--- src/rtl/gfcd_pkg.sv ---
// Package for the gated frequency counter display: widths, reset values,
// the seven-segment font and the BCD digit types.
// No dependencies.
package gfcd_pkg;

   localparam int DISPLAY_DIGITS_DEFAULT = 8;
   localparam int VALUE_DIGITS           = 5;
   localparam int COUNT_WIDTH            = 16;
   localparam int SCAN_WIDTH             = 3;
   localparam int CSR_ADDR_WIDTH         = 3;
   localparam int CSR_DATA_WIDTH         = 32;

   localparam logic [COUNT_WIDTH-1:0] GATE_TICKS_RESET = 16'd1000;
   localparam logic [7:0]             DASH_PATTERN     = 8'hbf;

   // register word index decoded from paddr[2]
   localparam logic REG_GATE_TICKS = 1'b0;

   typedef logic [3:0] bcd_digit_type;
   typedef bcd_digit_type [VALUE_DIGITS-1:0] bcd_value_type;

   // active-low segments, point off
   function automatic logic [7:0] seg_font(input bcd_digit_type digit);
      logic [7:0] pattern;
      case (digit)
         4'd0:    pattern = 8'hc0;
         4'd1:    pattern = 8'hf9;
         4'd2:    pattern = 8'ha4;
         4'd3:    pattern = 8'hb0;
         4'd4:    pattern = 8'h99;
         4'd5:    pattern = 8'h92;
         4'd6:    pattern = 8'h82;
         4'd7:    pattern = 8'hf8;
         4'd8:    pattern = 8'h80;
         4'd9:    pattern = 8'h90;
         default: pattern = DASH_PATTERN;
      endcase
      return pattern;
   endfunction

endpackage

--- src/rtl/gated_frequency_counter_display_top.sv ---
// Gated frequency counter with a multiplexed seven-segment display driver.
// A result is in the output register in the cycle after its tick transfer.
// Throughput: one input transfer per cycle; the output register only stalls input
// when it holds a result the sink has not taken.
// Reset (synchronous): counters cleared, display digits 1,2,3,4,5, scan at position 0,
// gate length 1000 ticks.
module gated_frequency_counter_display_top #(
   parameter int DISPLAY_DIGITS = gfcd_pkg::DISPLAY_DIGITS_DEFAULT
) (
   input  logic                                 clock,
   input  logic                                 reset,
   // request stream
   input  logic                                 req_tvalid,
   output logic                                 req_tready,
   input  logic [7:0]                           req_tdata,   // [0] pulse, [1] tick
   // result stream
   output logic                                 rsp_tvalid,
   input  logic                                 rsp_tready,
   output logic [31:0]                          rsp_tdata,   // [7:0] segment_pattern,
                                                             // [15:8] digit_enable,
                                                             // [31:16] frequency
   output logic [0:0]                           rsp_tuser,   // [0] reading_done
   // configuration port
   input  logic                                 csr_psel,
   input  logic                                 csr_penable,
   input  logic                                 csr_pwrite,
   input  logic [gfcd_pkg::CSR_ADDR_WIDTH-1:0]  csr_paddr,
   input  logic [gfcd_pkg::CSR_DATA_WIDTH-1:0]  csr_pwdata,
   output logic [gfcd_pkg::CSR_DATA_WIDTH-1:0]  csr_prdata,
   output logic                                 csr_pready
);
   import gfcd_pkg::*;

   localparam logic [SCAN_WIDTH-1:0] SCAN_LAST = SCAN_WIDTH'(DISPLAY_DIGITS - 1);

   logic [COUNT_WIDTH-1:0] gate_ticks_ff;
   logic [COUNT_WIDTH-1:0] pulse_count_ff, pulse_count_in;
   bcd_value_type          pulse_bcd_ff, pulse_bcd_in;   // decimal mirror, units at [0]
   logic [COUNT_WIDTH-1:0] tick_count_ff, tick_count_in;
   bcd_value_type          digit_values_ff, digit_values_in;  // most significant at [0]
   logic [SCAN_WIDTH-1:0]  scan_position_ff, scan_position_in;
   logic [COUNT_WIDTH-1:0] last_frequency_ff, last_frequency_in;

   logic                   rsp_valid_ff, rsp_valid_in;
   logic [7:0]             segment_pattern_ff, segment_pattern_in;
   logic [7:0]             digit_enable_ff, digit_enable_in;
   logic [COUNT_WIDTH-1:0] frequency_ff;
   logic                   reading_done_ff, reading_done_in;

   logic                   req_accept;
   logic                   pulse;
   logic                   tick;
   logic                   gate_end;
   logic                   carry;
   logic [COUNT_WIDTH-1:0] tick_count_inc;
   logic                   csr_write;

   assign pulse      = req_tdata[0];
   assign tick       = req_tdata[1];
   assign req_tready = !rsp_valid_ff || rsp_tready;
   assign req_accept = req_tvalid && req_tready;

   // configuration
   assign csr_pready = 1'b1;
   assign csr_write  = csr_psel && csr_penable && csr_pwrite && csr_pready
                       && (csr_paddr[2] == REG_GATE_TICKS);

   always_comb begin
      if (csr_paddr[2] == REG_GATE_TICKS) begin
         csr_prdata = CSR_DATA_WIDTH'(gate_ticks_ff);
      end else begin
         csr_prdata = '0;
      end
   end

   always_ff @(posedge clock) begin
      if (reset) begin
         gate_ticks_ff <= GATE_TICKS_RESET;
      end else if (csr_write) begin
         gate_ticks_ff <= csr_pwdata[COUNT_WIDTH-1:0];
      end
   end

   // pulse counting, binary and decimal side by side so a capture needs no divide
   always_comb begin
      pulse_count_in = pulse_count_ff;
      pulse_bcd_in   = pulse_bcd_ff;
      carry          = 1'b1;
      if (pulse) begin
         pulse_count_in = pulse_count_ff + 1'b1;
         if (pulse_count_ff == '1) begin
            pulse_bcd_in = '0;
         end else begin
            for (int i = 0; i < VALUE_DIGITS; i++) begin
               if (carry) begin
                  if (pulse_bcd_ff[i] == 4'd9) begin
                     pulse_bcd_in[i] = 4'd0;
                  end else begin
                     pulse_bcd_in[i] = pulse_bcd_ff[i] + 4'd1;
                     carry           = 1'b0;
                  end
               end
            end
         end
      end
   end

   // gate, capture, and display scan
   always_comb begin
      tick_count_inc     = tick_count_ff + 1'b1;
      gate_end           = tick && (tick_count_inc == gate_ticks_ff);
      tick_count_in      = tick_count_ff;
      digit_values_in    = digit_values_ff;
      last_frequency_in  = last_frequency_ff;
      scan_position_in   = scan_position_ff;
      segment_pattern_in = DASH_PATTERN;
      digit_enable_in    = 8'(1) << scan_position_ff;
      reading_done_in    = gate_end;

      if (tick) begin
         tick_count_in = tick_count_inc;
         if (scan_position_ff == SCAN_LAST) begin
            scan_position_in = '0;
         end else begin
            scan_position_in = scan_position_ff + 1'b1;
         end
      end

      if (gate_end) begin
         tick_count_in     = '0;
         last_frequency_in = pulse_count_in;
         for (int k = 0; k < VALUE_DIGITS; k++) begin
            digit_values_in[k] = pulse_bcd_in[VALUE_DIGITS-1-k];
         end
      end

      if (32'(scan_position_ff) < 32'(VALUE_DIGITS)) begin
         segment_pattern_in = seg_font(digit_values_in[scan_position_ff]);
      end
   end

   always_ff @(posedge clock) begin
      if (reset) begin
         pulse_count_ff    <= '0;
         pulse_bcd_ff      <= '0;
         tick_count_ff     <= '0;
         scan_position_ff  <= '0;
         last_frequency_ff <= '0;
         for (int k = 0; k < VALUE_DIGITS; k++) begin
            digit_values_ff[k] <= 4'(k + 1);
         end
      end else if (req_accept) begin
         if (gate_end) begin
            pulse_count_ff <= '0;
            pulse_bcd_ff   <= '0;
         end else begin
            pulse_count_ff <= pulse_count_in;
            pulse_bcd_ff   <= pulse_bcd_in;
         end
         tick_count_ff     <= tick_count_in;
         scan_position_ff  <= scan_position_in;
         last_frequency_ff <= last_frequency_in;
         digit_values_ff   <= digit_values_in;
      end
   end

   // output register
   always_comb begin
      rsp_valid_in = rsp_valid_ff;
      if (req_accept && tick) begin
         rsp_valid_in = 1'b1;
      end else if (rsp_tready) begin
         rsp_valid_in = 1'b0;
      end
   end

   always_ff @(posedge clock) begin
      if (reset) begin
         rsp_valid_ff <= 1'b0;
      end else begin
         rsp_valid_ff <= rsp_valid_in;
      end
   end

   always_ff @(posedge clock) begin
      if (req_accept && tick) begin
         segment_pattern_ff <= segment_pattern_in;
         digit_enable_ff    <= digit_enable_in;
         frequency_ff       <= last_frequency_in;
         reading_done_ff    <= reading_done_in;
      end
   end

   assign rsp_tvalid = rsp_valid_ff;
   assign rsp_tdata  = {frequency_ff, digit_enable_ff, segment_pattern_ff};
   assign rsp_tuser  = reading_done_ff;

`ifndef NO_ASSERTIONS
   // decimal mirror must always equal the binary pulse count
   a_bcd_tracks_count: assert property (@(posedge clock) disable iff (reset)
      32'(pulse_count_ff) == 32'(pulse_bcd_ff[0]) + 32'(pulse_bcd_ff[1]) * 10
         + 32'(pulse_bcd_ff[2]) * 100 + 32'(pulse_bcd_ff[3]) * 1000
         + 32'(pulse_bcd_ff[4]) * 10000)
      else $error("decimal pulse count out of step with binary count");

   // exactly one display position enabled, and only a configured one
   a_enable_onehot: assert property (@(posedge clock) disable iff (reset)
      rsp_tvalid |-> $onehot(rsp_tdata[15:8])
         && (32'(rsp_tdata[15:8]) < (32'd1 << DISPLAY_DIGITS)))
      else $error("digit enable not a valid one-hot position");

   // a finished gate leaves the counters cleared
   a_gate_clears: assert property (@(posedge clock) disable iff (reset)
      req_accept && gate_end |=> tick_count_ff == '0 && pulse_count_ff == '0)
      else $error("counters not cleared at end of gate");

   // a reported reading carries the frequency that was captured
   a_done_frequency: assert property (@(posedge clock) disable iff (reset)
      req_accept && gate_end |=> rsp_tvalid && rsp_tuser[0]
         && rsp_tdata[31:16] == last_frequency_ff)
      else $error("reading done without matching frequency");
`endif

endmodule

--- config.mk ---
export PLATFORM = sky130hd
export DESIGN_NAME = gated_frequency_counter_display_top
export DESIGN_NICKNAME = d
export VERILOG_FILES = /design/src/rtl/gfcd_pkg.sv /design/src/rtl/gated_frequency_counter_display_top.sv
export SDC_FILE = /design/constraint.sdc
export NUM_CORES = 1
export LEC_CHECK = 0
export BUFFER_PORTS_ARGS = -buffer_cell sky130_fd_sc_hd__buf_2
export CORE_ASPECT_RATIO = 1.5
export CORE_UTILIZATION = 45
export CTS_BUF_LIST = sky130_fd_sc_hd__clkbuf_8
export DETAILED_ROUTE_END_ITERATION = 8
export PLACE_DENSITY_LB_ADDON = 0.12
export RECOVER_POWER = 50
export SLEW_MARGIN = 20
export SYNTH_ARGS = -nofsm -noshare
export SYNTH_HDL_FRONTEND = slang
export SYNTH_SLANG_ARGS = --single-unit
--- constraint.sdc ---
create_clock -name clock -period 6.05 [get_ports clock]
set_input_delay 0.3025 -clock clock [delete_from_list [all_inputs] [get_ports clock]]
set_output_delay 0.3025 -clock clock [all_outputs]
set_load 0.01 [all_outputs]
==> impl_metrics.py, run 1 <==
metrics = {
    "worst_setup_path": {
        "arrival_ns": 5.16,
        "start_kind": "flip-flop",
        "critical_path.max_fanout": 18,
        "critPathRequiredTime_ns": 6.24,
        "slowest_delay_ns": 0.73,
        "timing_worst_setup_path_type": "reg2reg",
        "cp-end-kind": "flip-flop",
        "critPathSlowestCell": "a211oi_4",
        "worstPathCellList": "ha_1, nand3_2, or4_1, a2111oi_0, or4b_4, a211oi_4, buf_4, a21o_1, a21oi_1, o31a_2, inv_1, ha_1, inv_1, nor4_1, a211oi_2",
    },
    "global_route": {
        "grt_pass1_wl_mm": 29.6,
        "grt_pass1_vias": 6079,
        "grt_use_total_pct": 21.1,
        "antenna_found_initial": 0,
        "grt_overflow": 0,
        "grt_max_degree": 79,
    },
    "sta": {
        "worst_slew_pin_slew_ns": 1.97,
        "maxSlewHeadroom_pct": -31.1,
        "drv_slew": 39,
        "setup_tns_ns": 0,
        "fin_crit_ns": 4.96,
        "finalClockSkew_ns": 0.0152,
        "max_freq_mhz": 201,
        "worst_slack_ns": 1.09,
        "finalHoldViolations": 0,
        "finalCritPeriodShare_pct": 82.0,
        "grt_setup_unrepaired": "false",
        "setup_viol": 0,
    },
    "placed_design": {
        "gp_congestion": 0.862,
        "io_buffer_count": 75,
        "pre_cts_ws_ns": 1.10,
        "hpwl_mm": 11.8,
    },
    "pwr": {
        "total_power_mw": 1.80,
        "comb_power_share_pct": 7.2,
        "p_seq_share_pct": 54.5,
        "p_sw_uw": 460,
        "vdd_drop_max_mv": 0.133,
        "internal_power_mw": 1.34,
        "p_clk_share_pct": 38.3,
        "leakage_nw": 2.84,
        "sw_frac_of_total_pct": 25.6,
        "power_density_nw_per_um2": 215,
    },
    "drt": {
        "drc": 0,
        "dr.first_iter.drc_count": 377,
        "routed.top_layer": "met4",
        "vias_per_cell": 5.50,
        "dr_total_vias": 6664,
        "wl_mm": 17.8,
        "dr.pass1.iters": 5,
        "ant_nets": 0,
        "wl_met1_mm": 7.57,
        "post_drt_wl_per_cell_um": 14.7,
        "dr_wl_met2_mm": 9.31,
        "wl_met3_um": 593,
    },
    "cts": {
        "numCtsBuffers": 17,
        "holdBufCountCts": 0,
        "cts_tree": "done",
        "htreeDepth": 4,
        "clk_latency_ns": 0.46,
        "path_clk_slew_ns": 0.08,
        "post_cts_buffers": 0,
        "cts_resized": 0,
        "cts_buffer_depth": 2,
        "clock_sinks": 140,
        "root_buffer": "clkbuf_8",
    },
    "synthesis": {
        "ys_seq_area_share_pct": 40.5,
        "ys_ff_latch": 140,
        "synthCells": 953,
        "yosys_warnings": 0,
        "ys_types": 66,
        "synth_area_um2": 7720,
        "synthArstFlopShare_pct": 0,
        "postSynthAreaPerCell_um2": 8.10,
        "synth_ff_type": "dfxtp_1",
        "synth_edf_count": 32,
    },
    "floorplan": {
        "die_h_um": 162,
        "start_util_pct": 46.0,
        "io_pins": 118,
        "core_area_um2": 16800,
        "die-area_um2": 17700,
        "rows": 58,
        "die_w_um": 109,
    },
    "outcome": {
        "failed_checks": "max-capacitance violations, max-slew violations",
        "outcome": "finished, violations left",
    },
    "final_layout": {
        "area_growth_pct": 8.38,
        "final_util_pct": 49.9,
        "layout_common_cells": "nand2_1 (156), a21oi_1 (123), dfxtp_1 (108), nor2_1 (87), clkbuf_1 (52)",
        "diodes": 0,
        "drive_above_1_share_pct": 7.88,
        "layout_commonest_cell": "nand2_1",
        "final_nets": 1061,
    },
    "flow_run": {
        "maxCapViolations": 1,
    },
    "worst_hold_path": {
        "hp-class": "in2reg",
    },
}
area by class of cell:
type,instances,area [um2]
clock buffers,18,248
repair buffers,86,390
clock inverters,14,105
inverters,19,71.3
multi-input cells,725,4160
well taps,210,263
fillers,1699,8400
flip-flops and latches,140,3120
power groups by stage:
stage	logic, mW	registers, mW	clock network (mW)
final	0.128	0.978	0.688
after global routing	0.143	0.981	0.746
after CTS	0.134	0.978	0.708
after detailed placement	0.133	1.00	0
after global placement	0.133	0.999	0
after floorplan	0.0942	1.00	0
cell families after synthesis:
family / Yosys count / synth area share [%]
other cells: 2 / 0.0973
flops: 140 / 40.5
compound gates: 226 / 17.0
xor+xnor: 36 / 4.09
fa+ha+maj: 22 / 3.57
simple gates: 413 / 26.2
mux: 10 / 2.11
buf+inv: 104 / 6.47
through the flow:
stage	std cells	hold slack, ns	area, um2
floorplan	969	0.426	7780
global placement	1180	0.438	8080
detailed placement	1180	0.445	8080
CTS	1212	0.0299	8430
global route	1212	0.0419	8360
finish	1212	0.0504	8360
synthesized netlist by cell type (22+ instances only):
library cell  count  area [um2]
nand3b_1         29         218
nor2_1           87         327
nor3_1           25         125
o21ai_0          46         230
ha_1             22         275
xnor2_1          25         219
dfxtp_1         108        2160
edfxtp_1         32         961
a21oi_1         123         616
nand2_1         157         589
clkbuf_1         46         173
nor2b_1          22         138
routing by layer:
metal / up-vias / track usage (%)
li1: 3358 / -
met1: 3159 / 24.6
met2: 127 / 37.7
met3: 20 / 3.80
met4: 0 / 7.80
met5: - / 0
critical path: cells and delay by family, from the launching register on:
kind	cells	cell delay (ns)
and+or+nand+nor	4	1.55
AOI/OAI and AO/OA	6	1.72
adders and majority gates	2	0.45
DFF	1	0.46
buffers and inverters	3	0.51
registers in the layout, indices dropped and copies added, names as in the netlist, 3 cells and up:
signal	flops
scan_position_ff	3
gate_ticks_ff	16
digit_values_ff	20
last_frequency_ff	16
frequency_ff	16
pulse_bcd_ff	20
digit_enable_ff	8
tick_count_ff	16
segment_pattern_ff	7
pulse_count_ff	16
final timing paths:
path / start / endpoint / slack, ns / depth (start not counted)
worst max-delay path: tick_count_ff[0]$_SDFFE_PP0P_ / segment_pattern_ff[5]$_SDFFCE_PP1P_ / 1.09 / 15
worst min register to register: digit_values_ff[19]$_SDFFE_PP0P_ / digit_values_ff[19]$_SDFFE_PP0P_ / 0.45 / 2
worst max register to register: tick_count_ff[0]$_SDFFE_PP0P_ / segment_pattern_ff[5]$_SDFFCE_PP1P_ / 1.09 / 15
worst min-delay path: csr_pwdata[6] / gate_ticks_ff[6]$_SDFFE_PP1P_ / 0.05 / 3
Note: power is estimated with default switching activity, not from simulation.
==> run 2: changes to the inputs <==
clock period = 4.47 ns   (was 6.05 ns; I/O delays follow)
==> run 2 against run 1 <==
Against the previous run: the flow now finishes without violations; clock skew fell by 0.0045 ns; maximum frequency rose by 16%; sequential power rose by 35%; global-route usage rose by 0.65 points; first-iteration DRC count rose by 2.4%; register-to-register slack got worse by 0.88 ns; sequential share of layout area fell by 1.6 points; via count rose by 0.84%; routed wire length rose by 2.7%; utilization rose by 2.3 points; count of clock-buffer cells in the layout fell by 1; final area rose by 4.7%; highest routed layer unchanged.
==> impl_metrics.py, run 2 (same netlist as run 1, synthesis figures left out) <==
metrics = {
    "floorplan": {
        "die-area_um2": 17700,
        "die_h_um": 162,
        "core_area_um2": 16800,
        "start_util_pct": 46.0,
        "rows": 58,
        "die_w_um": 109,
        "io_pins": 118,
    },
    "final_layout": {
        "drive_above_1_share_pct": 10.1,
        "largestRegisters": "digit_values_ff (20), pulse_bcd_ff (20)",
        "layout_common_cells": "nand2_1 (156), a21oi_1 (123), dfxtp_1 (106), nor2_1 (87), clkbuf_1 (52)",
        "area_growth_pct": 13.4,
        "final_nets": 1097,
        "final_util_pct": 52.2,
        "fin_area_um2": 8750,
        "fill_cells": 1677,
        "layout_commonest_cell": "nand2_1",
        "diodes": 0,
    },
    "drt": {
        "routed.top_layer": "met4",
        "vias_per_cell": 5.38,
        "dr.pass1.iters": 5,
        "dr_total_vias": 6720,
        "dr_wl_met2_mm": 9.53,
        "wl_mm": 18.3,
        "wl_met1_mm": 7.73,
        "dr.first_iter.drc_count": 386,
        "wl_met3_um": 614,
        "drc": 0,
        "post_drt_wl_per_cell_um": 14.6,
        "ant_nets": 0,
    },
    "placed_design": {
        "placed_area_um2": 8260,
        "io_buffer_count": 75,
        "pre_cts_ws_ns": 0.0617,
        "hpwl_mm": 12.2,
        "gp_congestion": 0.839,
    },
    "worst_hold_path": {
        "hp-class": "in2reg",
        "holdPathEnd": "gate_ticks_ff[2]$_SDFFE_PP0P_",
        "hold_path_startpoint": "csr_pwdata[2]",
        "min_path_cells": 3,
    },
    "sta": {
        "finalClockSkew_ns": 0.0107,
        "setup_viol": 0,
        "fin_crit_ns": 4.26,
        "finalHoldViolations": 0,
        "finalCritPeriodShare_pct": 95.4,
        "max_freq_mhz": 235,
        "maxSlewHeadroom_pct": 26.5,
        "worst_slew_pin_slew_ns": 1.10,
        "drv_slew": 0,
        "worst_slack_ns": 0.206,
        "timing.hold.ws_ns": 0.0269,
    },
    "worst_setup_path": {
        "reg2regPathDepth": 16,
        "timing_worst_setup_path_type": "reg2reg",
        "arrival_ns": 4.45,
        "r2r_end": "segment_pattern_ff[5]$_SDFFCE_PP1P_",
        "critical_path.max_fanout": 10,
        "r2r_start": "tick_count_ff[0]$_SDFFE_PP0P_",
        "critPathRequiredTime_ns": 4.65,
        "r2r_slack_ns": 0.21,
        "cp-end-kind": "flip-flop",
        "start_kind": "flip-flop",
    },
    "cts": {
        "clk_latency_ns": 0.45,
        "cts_buffer_depth": 2,
        "htreeDepth": 4,
        "cts_tree": "done",
        "path_clk_slew_ns": 0.07,
        "numCtsBuffers": 17,
        "root_buffer": "clkbuf_8",
        "clock_sinks": 140,
    },
    "outcome": {
        "outcome": "completed",
    },
    "pwr": {
        "leakage_nw": 3.03,
        "vdd_drop_max_mv": 0.178,
        "power_density_nw_per_um2": 290,
    },
    "global_route": {
        "grt_max_degree": 109,
        "grt_overflow": 0,
        "grt_use_total_pct": 21.7,
        "grt_pass1_wl_mm": 30.5,
        "antenna_found_initial": 0,
        "grt_pass1_vias": 6211,
    },
    "flow_run": {
        "maxCapViolations": 0,
    },
}
## run 2: worst max-delay path, stage by stage, from the launching register on
cell       delay, ns
dfxtp_4         0.38
ha_1            0.19
nand3_2         0.08
or4_1           0.54
a2111oi_2       0.37
or4b_4          0.52
a211oi_4        0.31
buf_4           0.18
buf_12          0.12
mux4_2          0.29
a22oi_1         0.19
nand2_1         0.16
inv_2           0.11
ha_1            0.14
inv_1           0.06
nor4_2          0.30
a211oi_2        0.08
## run 2: cell type report
type / count / area, um2 / area share, %
sequential: 140 / 3130 / 35.7
timing repair buffer: 122 / 724 / 8.28
clock buffer: 17 / 234 / 2.67
multi-input combinational: 725 / 4180 / 47.7
inverter: 19 / 71.3 / 0.815
clock inverter: 15 / 158 / 1.80
tap: 210 / 263 / 3.00
## run 2: through the flow
stage | total power, mW | TNS, ns | instances
after floorplan | 1.48 | 0 | 969
after global placement | 1.53 | 0 | 1200
after detailed placement | 1.54 | 0 | 1200
after CTS | 2.57 | 0 | 1246
after global routing | 2.64 | -0.00304 | 1248
final | 2.54 | 0 | 1248
## run 2: worst max path at each step
stage,from,endpoint,depth (start not counted)
floorplan,tick_count_ff[1]$_SDFFE_PP0P_,segment_pattern_ff[5]$_SDFFCE_PP1P_,15
global placement,tick_count_ff[0]$_SDFFE_PP0P_,segment_pattern_ff[5]$_SDFFCE_PP1P_,15
detailed placement,tick_count_ff[0]$_SDFFE_PP0P_,segment_pattern_ff[5]$_SDFFCE_PP1P_,15
CTS,tick_count_ff[0]$_SDFFE_PP0P_,segment_pattern_ff[5]$_SDFFCE_PP1P_,15
global route,tick_count_ff[0]$_SDFFE_PP0P_,segment_pattern_ff[5]$_SDFFCE_PP1P_,16
finish,tick_count_ff[0]$_SDFFE_PP0P_,segment_pattern_ff[5]$_SDFFCE_PP1P_,16
## run 2: routing by layer
layer / up-vias / track usage (%)
li1: 3435 / -
met1: 3112 / 25.8
met2: 141 / 38.5
met3: 32 / 3.56
met4: 0 / 8.23
met5: - / 0
## run 2: repair_timing
item                                    in CTS  in global routing
endpoints found under the setup margin       0                  3
hold buffers                                14                  0
setup buffers                                0                  2
endpoints found under the hold margin       14                  0
resized for setup                            0                  7
## run 2: power breakdown
group / switching [mW] / internal, mW / leakage, nW
Combinational: 0.124 / 0.0642 / 1.66
Clock: 0.484 / 0.539 / 0.193
Sequential: 0.0127 / 1.31 / 1.18
Total: 0.620 / 1.91 / 3.03
